===== config.mk =====
export PLATFORM = sky130hd
export DESIGN_NAME = sec_div
export DESIGN_NICKNAME = d
export VERILOG_FILES = /design/src/hw/rtl/sec_pkg.sv /design/src/hw/rtl/sec_div.sv
export VERILOG_INCLUDE_DIRS = /design/src /design/src/hw/rtl
export SDC_FILE = /design/constraint.sdc
export NUM_CORES = 1
export LEC_CHECK = 0
export ABC_CLOCK_PERIOD_IN_PS = 16200
export BUFFER_PORTS_ARGS = -buffer_cell sky130_fd_sc_hd__buf_2
export CELL_PAD_IN_SITES_DETAIL_PLACEMENT = 2
export CELL_PAD_IN_SITES_GLOBAL_PLACEMENT = 2
export CORE_ASPECT_RATIO = 0.7
export CORE_MARGIN = 8
export CORE_UTILIZATION = 38
export CTS_CLUSTER_DIAMETER = 50
export DETAILED_ROUTE_END_ITERATION = 6
export PLACE_DENSITY = 0.89
export RECOVER_POWER = 25
export SYNTH_ARGS = -nofsm -noshare
export SYNTH_HDL_FRONTEND = slang
export SYNTH_SLANG_ARGS = --single-unit

===== constraint.sdc =====
create_clock -name clk -period 16.2 [get_ports clk]
set_input_delay 1.62 -clock clk [delete_from_list [all_inputs] [get_ports clk]]
set_output_delay 1.62 -clock clk [all_outputs]
set_load 0.02 [all_outputs]

===== src/hw/rtl/spline_efficiency_correction_defines.svh =====
// Assertion macros for the spline efficiency correction block
`ifndef SPLINE_EFFICIENCY_CORRECTION_DEFINES_SVH
`define SPLINE_EFFICIENCY_CORRECTION_DEFINES_SVH
`ifndef SYNTH
`define SEC_ASSERT(lbl, clk, rst_n, prop) \
	lbl: assert property (@(posedge clk) disable iff (!rst_n) prop) \
		else $error("assertion failed");
`define SEC_ASSERT_NORST(lbl, clk, prop) \
	lbl: assert property (@(posedge clk) prop) else $error("assertion failed");
`else
`define SEC_ASSERT(lbl, clk, rst_n, prop)
`define SEC_ASSERT_NORST(lbl, clk, prop)
`endif
`endif


===== src/hw/rtl/sec_pkg.sv =====
// ----------------------------------------------------------------------------
// sec_pkg
// Types and constants of the spline efficiency correction block.
// ----------------------------------------------------------------------------
`timescale 1ns / 1ps
package sec_pkg;
	localparam logic [63:0] SIGN64  = 64'h8000_0000_0000_0000;
	localparam logic [63:0] MAXPOS64 = 64'h7FFF_FFFF_FFFF_FFFF;

	localparam logic ACT_LOAD = 1'b0;
	localparam logic ACT_EVAL = 1'b1;

	localparam logic [1:0] ST_OK   = 2'd0;
	localparam logic [1:0] ST_OVER = 2'd1;
	localparam logic [1:0] ST_SAT  = 2'd2;

	localparam logic CFG_NUM_KNOTS   = 1'b0;
	localparam logic CFG_LIST_LENGTH = 1'b1;

	typedef enum logic [3:0] {
		S_IDLE,
		S_SEARCH,
		S_FETCH,
		S_LOAD,
		S_MUL,
		S_MULW,
		S_ADD,
		S_DIV_START,
		S_DIV_WAIT,
		S_OUT
	} state_t;

	typedef struct packed {
		logic         start;
		logic [47:0]  num;
		logic [63:0]  den;
	} div_req_t;

	typedef struct packed {
		logic         done;
		logic         busy;
		logic [63:0]  quot;
		logic         sat;
	} div_rsp_t;
endpackage


===== src/hw/rtl/sec_div.sv =====
// ----------------------------------------------------------------------------
// sec_div
// Restoring divider, one quotient bit a cycle, 104-bit dividend area*2^56.
// ----------------------------------------------------------------------------
`timescale 1ns / 1ps
`include "spline_efficiency_correction_defines.svh"
module sec_div (
	input  logic               clk,
	input  logic               arst_n,
	input  sec_pkg::div_req_t  req,
	output sec_pkg::div_rsp_t  rsp
);
	logic [6:0]   cnt_q;
	logic         busy_q, done_q;
	logic [103:0] num_q;
	logic [63:0]  den_q;
	logic         neg_q;
	logic [64:0]  rem_q;
	logic [127:0] quo_q;
	logic [64:0]  rsh;
	logic [64:0]  diff;
	logic [64:0]  lim;
	logic [64:0]  ql;
	logic         ovf;

	always_comb begin
		rsh  = {rem_q[63:0], num_q[103]};
		diff = rsh - 65'(den_q);
	end

	always_ff @(posedge clk or negedge arst_n) begin
		if (!arst_n) begin
			busy_q <= 1'b0;
			done_q <= 1'b0;
			cnt_q  <= '0;
		end else begin
			done_q <= 1'b0;
			if (req.start) begin
				busy_q <= 1'b1;
				cnt_q  <= '0;
			end else if (busy_q) begin
				cnt_q <= cnt_q + 7'd1;
				if (cnt_q == 7'd103) begin
					busy_q <= 1'b0;
					done_q <= 1'b1;
				end
			end
		end
	end

	// top 24 dividend bits are zero, so 104 steps suffice
	always_ff @(posedge clk) begin
		if (req.start) begin
			num_q <= {req.num, 56'd0};
			den_q <= req.den[63] ? 64'(-req.den) : req.den;
			neg_q <= req.den[63];
			rem_q <= '0;
			quo_q <= '0;
		end else if (busy_q) begin
			num_q <= {num_q[102:0], 1'b0};
			if (!diff[64]) begin
				rem_q <= diff;
				quo_q <= {quo_q[126:0], 1'b1};
			end else begin
				rem_q <= rsh;
				quo_q <= {quo_q[126:0], 1'b0};
			end
		end
	end

	always_comb begin
		ql  = 65'(quo_q[63:0]);
		if (rem_q >= 65'(den_q) - rem_q) ql = ql + 65'd1;
		ovf = (quo_q[127:64] != '0) || ql[64];
		if (ovf) ql = 65'(sec_pkg::SIGN64);
		lim = neg_q ? 65'(sec_pkg::SIGN64) : 65'(sec_pkg::MAXPOS64);
		rsp.sat = ovf || (ql > lim);
		if (ql > lim) ql = lim;
		rsp.quot = neg_q ? 64'(-ql[63:0]) : ql[63:0];
		rsp.done = done_q;
		rsp.busy = busy_q;
	end

	`SEC_ASSERT(a_div_done_end, clk, arst_n, done_q |-> $past(busy_q))
	`SEC_ASSERT(a_div_no_restart, clk, arst_n, (busy_q && cnt_q != 7'd103) |=> busy_q)
	`SEC_ASSERT(a_div_done_pulse, clk, arst_n, done_q |=> !done_q)
endmodule


==> flow_summary.toml <==
[hold_path]
hold_class = "reg -> reg"
whs_path_depth = 2

[cts]
root_buffer = "clkbuf_16"
cts_tree = "built"
path_clk_slew_ns = 0.07
worstSkewPairLatency_ns = 0.60
h-tree-depth = 2
clockBufferDepth = 3
numCtsBuffers = 41
cts.sinks = 315
cts_hold_buf = 0

[global_routing]
grt.total_usage_pct = 27.7
grt_start_max_net_pins = 165
grt_pass1_vias = 30967
globalRouteOverflowTotal = 0
antenna_found_initial = 6
grt_pass1_wl_um = 188000

[synth]
synth_edf_count = 113
avgSynthCellArea_um2 = 8.15
ys_seq_elements = 315
ys_warn_count = 0
netlist_area_um2 = 28100
syn_nets = 3824
synthFlopType = "dfxtp_1"
async_flop_share_pct = 2.86
seq_area_frac_synth_pct = 26.6
syn_inst = 3446
synth_cell_type_count = 97

[floorplanning]
row_count = 83
die_w_um = 341
start_util_pct = 38.4
design.core.area_um2 = 73200
die_area_um2 = 83000
ios = 182
die_h_um = 244

[placement]
post-dp-hpwl_um = 82900
dpl_cell_area_um2 = 29800
place.gp.congestion = 0.909
dpl.cell_count = 4449
port_buffers = 181

[critical_path]
critPathLaunchType = "register"
r2r_cells = 20
worstPathArrival_ns = 14.48
critPathKind = "reg -> out"
crit_fanout = 23
cp_slowest_stage_delay_ns = 0.77
critical_path.slowest_cell = "or4b_2"
critPathCaptureType = "output port"
crit_required_ns = 14.58

[sta]
worst_pin_slew_ns = 5.23
finalCritPeriodShare_pct = 99.4
final.setup_skew_ns = 0.0375
report.final.slew_viol_count = 227
setup_viol = 0
timing.fmax_mhz = 62.1
max-slew-margin-rel_pct = -249
hold_violations = 0
layout_min_cycle_time_ns = 16.10

[power_and_ir_drop]
ir_drop_v = 0.0000850
leakage_nw = 14.3
p_per_area_nw_per_um2 = 158

[cells_and_area]
drive_above_1_share_pct = 11.4
layout_commonest_cell = "nor2_1"
fin_area_um2 = 31400
most-common-layout-cells = "nor2_1 (445), ha_1 (260), a21oi_1 (232)"
instances_no_fill = 4535
fin_util_pct = 42.8
area_delta_synth_final_pct = 11.6
fin_nets = 3900

[flow_run]
cap_viol_max_count = 3

[route]
avgViaCountPerCell = 6.30
wl_per_cell_um = 26.8
drc = 0
wirelength_um = 122000
first_pass_iters = 7
drtAntennaViolNets = 0
first_iter_violations = 2076
vias = 28571

[run_status]
violations = "max-capacitance violations, max-slew violations"
outcome = "complete, but fails checks"
==> flip-flops by register name, indices dropped and copies added (netlist names) <==
register / flops
busy_q: 1
cnt_q: 7
den_q: 64
done_q: 1
neg_q: 1
num_q: 48
quo_q: 128
rem_q: 65
==> cell families after synthesis <==
logic type / share of synthesized area, %
AND/OR/NAND/NOR: 20.5
multiplexers: 7.88
XOR/XNOR: 8.32
buffers and inverters: 5.02
flip-flops: 26.6
adder cells (fa/ha/maj): 11.8
AO/OA/AOI/OAI: 19.9
==> synth_stat cells (95+ instances only) <==
library cell  count  area share (%)
nor2_1          445             5.9
ha_1            261              12
a21oi_1         232             4.1
nand2_1         202             2.7
xnor2_1         195             6.1
dfxtp_1         193              14
inv_1           178             2.4
o21ai_0         170             3.0
mux2i_1         165             5.9
clkbuf_1        142             1.9
edfxtp_1        113              12
a21o_1          109             2.9
nor3_1           95             1.7
==> routing by layer <==
layer,GRT usage (%),routed length [um],vias up
met3,4.15,6780,320
met4,9.19,4170,6
met5,0,41,-
li1,-,-,12716
met2,46.7,57600,1035
met1,36.2,53100,14494
==> cell type report <==
type	count	area [um^2]
fill	8123	41900
multi-input combinational	2768	19400
sequential	315	7490
tap	977	1220
clock buffer	53	1210
timing repair buffer	215	1180
inverter	181	679
clock inverter	23	201
antenna	3	7.51
==> power breakdown <==
group / total [mW] / switching, mW / internal [mW]
clock: 0.982 / 0.437 / 0.545
sequential: 1.05 / 0.132 / 0.918
combinational: 2.93 / 1.87 / 1.06
total: 4.96 / 2.44 / 2.52
==> through the flow <==
step	hold WS, ns	setup TNS, ns	setup WS (ns)	total power, mW
floorplan	0.453	0	2.94	2.88
global placement	0.480	0	0.881	3.53
detailed placement	0.514	0	0.328	3.72
CTS	0.540	0	0.00476	4.87
global route	0.559	-1.77	-0.266	5.19
finish	0.538	0	0.0971	4.96
==> path summary, 6_finish.rpt <==
path,start,endpoint,slack (ns)
max in group asynchronous,arst_n,busy_q,14.82
worst max register to register,den_q[0],rem_q[63],7.52
worst min-delay path,rem_q[48],rem_q[48],0.54
min in group asynchronous,arst_n,cnt_q[0],0.99
worst min register to register,rem_q[48],rem_q[48],0.54
worst max-delay path,rem_q[1],rsp[41],0.1
==> critical path, delay by kind of cell (launching register included) <==
family | cells | cell delay, ns
XOR/XNOR | 2 | 0.36
AND/OR/NAND/NOR | 17 | 6.05
AO/OA/AOI/OAI | 20 | 4.64
flip-flops | 1 | 0.47
adder cells (fa/ha/maj) | 4 | 1.24
buffers and inverters | 6 | 1.05
==> what timing repair did <==
item,4_1_cts,5_1_grt
pin swaps,1,2
resized for setup,3,17
hold endpoints to repair,0,0
gates cloned,0,1
setup endpoints to repair,19,55
buffers inserted,4,2
No activity file was read; power rests on OpenSTA's default activity.
