`src/hw/rtl/spline_efficiency_correction_defines.svh`:
```
// Assertion macros for the spline efficiency correction block
`ifndef SPLINE_EFFICIENCY_CORRECTION_DEFINES_SVH
`define SPLINE_EFFICIENCY_CORRECTION_DEFINES_SVH
`ifndef SYNTH
`define SEC_ASSERT(lbl, clk, rst_n, prop) \
	lbl: assert property (@(posedge clk) disable iff (!rst_n) prop) \
		else $error("assertion failed");
`define SEC_ASSERT_NORST(lbl, clk, prop) \
	lbl: assert property (@(posedge clk) prop) else $error("assertion failed");
`else
`define SEC_ASSERT(lbl, clk, rst_n, prop)
`define SEC_ASSERT_NORST(lbl, clk, prop)
`endif
`endif

```
`src/hw/rtl/sec_pkg.sv`:
```
// ----------------------------------------------------------------------------
// sec_pkg
// Types and constants of the spline efficiency correction block.
// ----------------------------------------------------------------------------
`timescale 1ns / 1ps
package sec_pkg;
	localparam logic [63:0] SIGN64  = 64'h8000_0000_0000_0000;
	localparam logic [63:0] MAXPOS64 = 64'h7FFF_FFFF_FFFF_FFFF;

	localparam logic ACT_LOAD = 1'b0;
	localparam logic ACT_EVAL = 1'b1;

	localparam logic [1:0] ST_OK   = 2'd0;
	localparam logic [1:0] ST_OVER = 2'd1;
	localparam logic [1:0] ST_SAT  = 2'd2;

	localparam logic CFG_NUM_KNOTS   = 1'b0;
	localparam logic CFG_LIST_LENGTH = 1'b1;

	typedef enum logic [3:0] {
		S_IDLE,
		S_SEARCH,
		S_FETCH,
		S_LOAD,
		S_MUL,
		S_MULW,
		S_ADD,
		S_DIV_START,
		S_DIV_WAIT,
		S_OUT
	} state_t;

	typedef struct packed {
		logic         start;
		logic [47:0]  num;
		logic [63:0]  den;
	} div_req_t;

	typedef struct packed {
		logic         done;
		logic         busy;
		logic [63:0]  quot;
		logic         sat;
	} div_rsp_t;
endpackage

```
`src/hw/rtl/sec_mul.sv`:
```
// ----------------------------------------------------------------------------
// sec_mul
// Sign-magnitude Q8.56 x Q16.16 multiply, four 32x32 partial products.
// ----------------------------------------------------------------------------
`timescale 1ns / 1ps
module sec_mul (
	input  logic        clk,
	input  logic        arst_n,
	input  logic        start,
	input  logic [63:0] a,
	input  logic [63:0] d,
	output logic        done,
	output logic [63:0] res,
	output logic        sat
);
	logic [2:0]   step_q;
	logic         busy_q;
	logic [63:0]  am_q, dm_q;
	logic         neg_q;
	logic [127:0] acc_q;
	logic [31:0]  pa, pb;
	logic [63:0]  pp;
	logic [6:0]   sh;
	logic [127:0] rnd;
	logic [63:0]  rlo;
	logic [64:0]  lim;
	logic         ovf;

	always_comb begin
		pa = step_q[1] ? am_q[63:32] : am_q[31:0];
		pb = step_q[0] ? dm_q[63:32] : dm_q[31:0];
		pp = 64'(pa) * 64'(pb);
		sh = {1'b0, step_q[1], 5'd0} + {1'b0, step_q[0], 5'd0};
	end

	always_ff @(posedge clk or negedge arst_n) begin
		if (!arst_n) begin
			busy_q <= 1'b0;
			step_q <= '0;
			done   <= 1'b0;
		end else begin
			done <= 1'b0;
			if (start) begin
				busy_q <= 1'b1;
				step_q <= '0;
			end else if (busy_q) begin
				step_q <= step_q + 3'd1;
				if (step_q == 3'd3) begin
					busy_q <= 1'b0;
					done   <= 1'b1;
				end
			end
		end
	end

	always_ff @(posedge clk) begin
		if (start) begin
			am_q  <= a[63] ? 64'(-a) : a;
			dm_q  <= d[63] ? 64'(-d) : d;
			neg_q <= a[63] ^ d[63];
			acc_q <= '0;
		end else if (busy_q) begin
			acc_q <= acc_q + (128'(pp) << sh);
		end
	end

	always_comb begin
		rnd = acc_q + 128'h8000;
		ovf = rnd[127:80] != '0;
		rlo = ovf ? sec_pkg::SIGN64 : rnd[79:16];
		lim = neg_q ? 65'(sec_pkg::SIGN64) : 65'(sec_pkg::MAXPOS64);
		sat = ovf || (65'(rlo) > lim);
		res = (65'(rlo) > lim) ? lim[63:0] : rlo;
		if (neg_q) res = 64'(-res);
	end
endmodule

```
`config.mk`:
```
export PLATFORM = sky130hd
export DESIGN_NAME = sec_mul
export DESIGN_NICKNAME = d
export VERILOG_FILES = /design/src/hw/rtl/spline_efficiency_correction_defines.svh /design/src/hw/rtl/sec_pkg.sv /design/src/hw/rtl/sec_mul.sv
export SDC_FILE = /design/constraint.sdc
export NUM_CORES = 2
export LEC_CHECK = 0
export BUFFER_PORTS_ARGS = -buffer_cell sky130_fd_sc_hd__buf_2
export CAP_MARGIN = 5
export CELL_PAD_IN_SITES_DETAIL_PLACEMENT = 0
export CELL_PAD_IN_SITES_GLOBAL_PLACEMENT = 1
export CORE_MARGIN = 2
export CORE_UTILIZATION = 45
export CTS_CLUSTER_SIZE = 30
export DETAILED_ROUTE_END_ITERATION = 6
export PLACE_DENSITY = 0.77
export SLEW_MARGIN = 40
export SYNTH_ARGS = -nofsm -noshare
export SYNTH_HDL_FRONTEND = slang
export SYNTH_SLANG_ARGS = --single-unit
```
`constraint.sdc`:
```
create_clock -name clk -period 33.7 [get_ports clk]
set_clock_uncertainty 0.15 [all_clocks]
set_input_delay 3.37 -clock clk [delete_from_list [all_inputs] [get_ports clk]]
set_output_delay 3.37 -clock clk [all_outputs]
set_load 0.01 [all_outputs]
```
==> results.txt <==
The flow ran to the end, and the final reports show no timing, DRC or antenna violations. The tools report the achievable clock frequency as 63.1 MHz. The HPWL after detailed placement is 195,000 microns. For the worst endpoint required time, the log shows 30.18 ns. The tools report the area inside the core boundary as 0.134 sq mm. The tools report the fraction of the yosys area taken by sequential cells as 10.8%.

In the detailed route, the total length drawn on met3 is 26,600 microns. Entering global routing, the biggest net connects 81 pins. The source of the worst register-to-register timing path is step_q[0]. In the routed layout, each cell is associated on average with a via count of 6.03. In the layout the commonest cells are 1,012 x sky130_fd_sc_hd__inv_1, 991 x sky130_fd_sc_hd__nor2_1, 897 x sky130_fd_sc_hd__fa_1. Of the cells placed in the final design, the portion with a size suffix greater than 1 is 8.06%. The depth of the most critical reg-to-reg path was 43.

The first global-routing pass estimated 359,000 microns of wire. The logs give 0 for the total number of yosys warnings and 243,000 microns for the detailed-route wire length. The worst setup path is of the reg -> out kind.

The setup slack of the most critical reg-to-reg path is 18.57 ns. Measured along the y axis, the die boundary spans 372 microns. Ranked by total cell area, the synthesized netlist is headed by sky130_fd_sc_hd__fa_1 29%, sky130_fd_sc_hd__ha_1 9.5%, sky130_fd_sc_hd__edfxtp_1 6.4%, sky130_fd_sc_hd__inv_1 6.2%, sky130_fd_sc_hd__nor2_1 6.1%.

The routed wire length per instance works out to 26.4 microns. The worst-margin pin slew came out at 0.922 ns. Critical path's most frequent cell: sky130_fd_sc_hd__nor2_1.

For this run the aggregate overflow at the end of global routing stands at 0. The initial utilization of the core area, before any placement, comes to 45.5%. The number of enable-type register cells in the synthesized netlist came out at 129. For the number of global-route vias before repair, the log shows 54,590. For this run, asynchronously set or reset flops after synthesis account for 1.91%. The worst setup path is launched from a flop. The hold-fix buffer count after cts was 0; the synthesized area was 0.0609 sq mm.

After the first detailed-routing iteration, the DRC count stood at 5,568. The total of flip-flops plus latches after synthesis was 262; the number of sinks on the clock net was 262. Setup repair after global routing left no endpoint under its margin. The die covers 0.138 sq mm. The mean post-synth cell area was 8.21 sq um; the proportion of netlist area held by the largest area contributor was 29.5%.

Row generation in the floorplan step produced 134 rows. The cell at the slowest stage of the critical path is sky130_fd_sc_hd__or4_1. The sort of element at the end of the critical path was an output pin.

In this run the worst hold path is classified as reg -> reg. The count of buffers added on input and output ports is 196. In the final timing run, aggregate negative setup slack is 0 ns. Summing over every cut layer, the via total after detailed routing is 55,496.

The number of nets in the synthesized netlist is 8,907. At the worst endpoint, the arrival time is 12.34 ns. The length of the first detailed-routing pass in iterations was 6. The tools report the I/O pin count as 197.

The total stage count of the critical path was 30; the worst slew slack as a fraction of its limit was 38.1%. The clock tree synthesis step divided the H-tree into 2 levels. The final clock period utilization by the worst path works out to 47.1%. Tracing the worst setup path back leads to its startpoint at acc_q[31].

For the initial antenna violation count, the log shows 13. The worst path needs 15.86 ns of the cycle, external delays included. The die is 372 microns wide. Relative to the synthesized area, the layout overhead comes to 7.37%. The tools report the destination of the worst register-to-register timing path as acc_q[127]. The peak per-stage delay on the critical path was 0.86 ns. Routed signal wires occupy layers up through met5.

In the final design database the tool counted 8,888 nets. The remaining design rule violation count is 0, and the largest fanout on the critical path is 33. In the global route stage, overall resource usage came out at 35.1%. The buffer and inverter count on the worst path is 4, and the routability-driven placement congestion ratio is 0.990. The number of different library cells used by synthesis comes to 85.

The run gives 0 as the count of endpoints failing hold in the final timing report. The count of nets left with antenna violations once routing finished came out at 0. Kind of cell adding the most delay to the critical path: simple AND/OR/NAND/NOR gates. TritonCTS built the clock tree. Most common library cell in the layout ignoring fill and taps: sky130_fd_sc_hd__inv_1. In the final routing, the length of wire on met1 measures 104,000 microns.

The run gives 3 as the maximum buffer depth of the clock tree. The number of buffers created by CTS was 37; the final-report setup violation count was 0. The most used flip-flop cell after synthesis is sky130_fd_sc_hd__edfxtp_1. The clock input transition at the sequential cells of the worst setup and hold paths came out at 0.05 ns. Post-CTS repair changed the size of 0 cells.

The run gives 0 as the number of setup buffers added after CTS. The run gives 102,000 microns as the routed length on met2. The synthesized design spends more area on one cell type than any other, namely sky130_fd_sc_hd__fa_1.

The tools report the number of instances in the synthesized netlist as 7,419. The most critical setup path has its endpoint at res[24]. Clock latency on the worst-skew pair, taken at its later pin, is 0.60 ns.

For the max-slew violation count, the log shows 0. The clock tree root driver cell is sky130_fd_sc_hd__clkbuf_16. The reported max-cap violation count is 0.
-- per-layer routing --
metal | GRT usage [%] | up-vias
met5 | 0 | -
met4 | 13.2 | 10
met3 | 8.99 | 463
met2 | 51.4 | 2796
met1 | 49.8 | 27689
li1 | - | 24538
-- stage by stage --
stage | util [%] | instances | hold slack, ns | setup slack [ns] | instance area [sq um]
finish | 48.9 | 9206 | 0.332 | 17.84 | 65400
global route | 48.8 | 9197 | 0.354 | 17.48 | 65300
CTS | 48.8 | 9197 | 0.331 | 17.99 | 65300
detailed placement | 47.8 | 9129 | 0.318 | 18.68 | 64000
global placement | 47.7 | 9126 | 0.302 | 18.28 | 63800
floorplan | - | 7419 | 0.282 | 21.21 | 60900
-- cell usage after synthesis, drive strengths merged, types with 13 or more instances --
master / count
inv: 1012
nor2: 994
fa: 897
nand2: 777
ha: 460
clkbuf: 341
a21oi: 295
xnor2: 286
o21ai: 234
nand3: 166
mux2i: 162
a21o: 156
nand4: 153
edfxtp: 129
dfxtp: 128
xor2: 110
nor3: 95
mux2: 78
or3: 62
and2: 61
o31ai: 59
nor4: 58
or4: 53
o22ai: 51
and3: 46
o21bai: 45
buf: 39
o21a: 39
nand2b: 34
a211oi: 32
a31oi: 32
nor2b: 31
or2: 26
o211ai: 24
o41ai: 20
and4: 19
a21boi: 18
o221ai: 18
o31a: 15
nor3b: 13
-- state kept, by name (all words and copies together), names as in the netlist --
name    cells
am_q       64
busy_q      1
dm_q       64
done        1
acc_q     128
neg_q       1
step_q      3
-- logic make-up (layout without fill, tap and decap cells) --
group	after synthesis	in the layout	synth area share, %
compound gates	1150	1150	12.3
xor+xnor	396	396	5.70
fa+ha+maj	1357	1357	38.9
buf+inv	1393	1403	8.62
flops	262	262	10.8
mux	240	240	4.11
other cells	0	9	0
simple gates	2621	2621	19.5
-- layout make-up --
class | instances | area [sq um]
clock buffers | 46 | 1030
fillers | 13137 | 68400
multi-input cells | 5764 | 49500
repair buffers | 322 | 1980
clock inverters | 22 | 258
well taps | 1768 | 2210
inverters | 1013 | 3800
flip-flops and latches | 262 | 6570
diodes | 9 | 22.5
-- worst min path at each step --
stage                         start        end  slack (ns)  cells past startpoint
after floorplan           acc_q[10]  acc_q[10]        0.28                      2
after global routing      acc_q[10]  acc_q[10]        0.35                      2
final                     acc_q[10]  acc_q[10]        0.33                      2
after global placement    acc_q[10]  acc_q[10]        0.30                      2
after detailed placement  acc_q[10]  acc_q[10]        0.32                      2
after CTS                 acc_q[10]  acc_q[10]        0.33                      2
-- worst register-to-register path: cells and delay by family, from the launching register on --
family / cells / cell delay, ns
fa+ha+maj: 10 / 5.00
mux: 2 / 1.16
flops: 1 / 0.64
buf+inv: 8 / 1.67
simple gates: 4 / 0.87
compound gates: 19 / 5.53
Power is left out: the tool's default activity adds up to more than one toggle a clock period on the data nets, which glitch-free logic cannot reach.
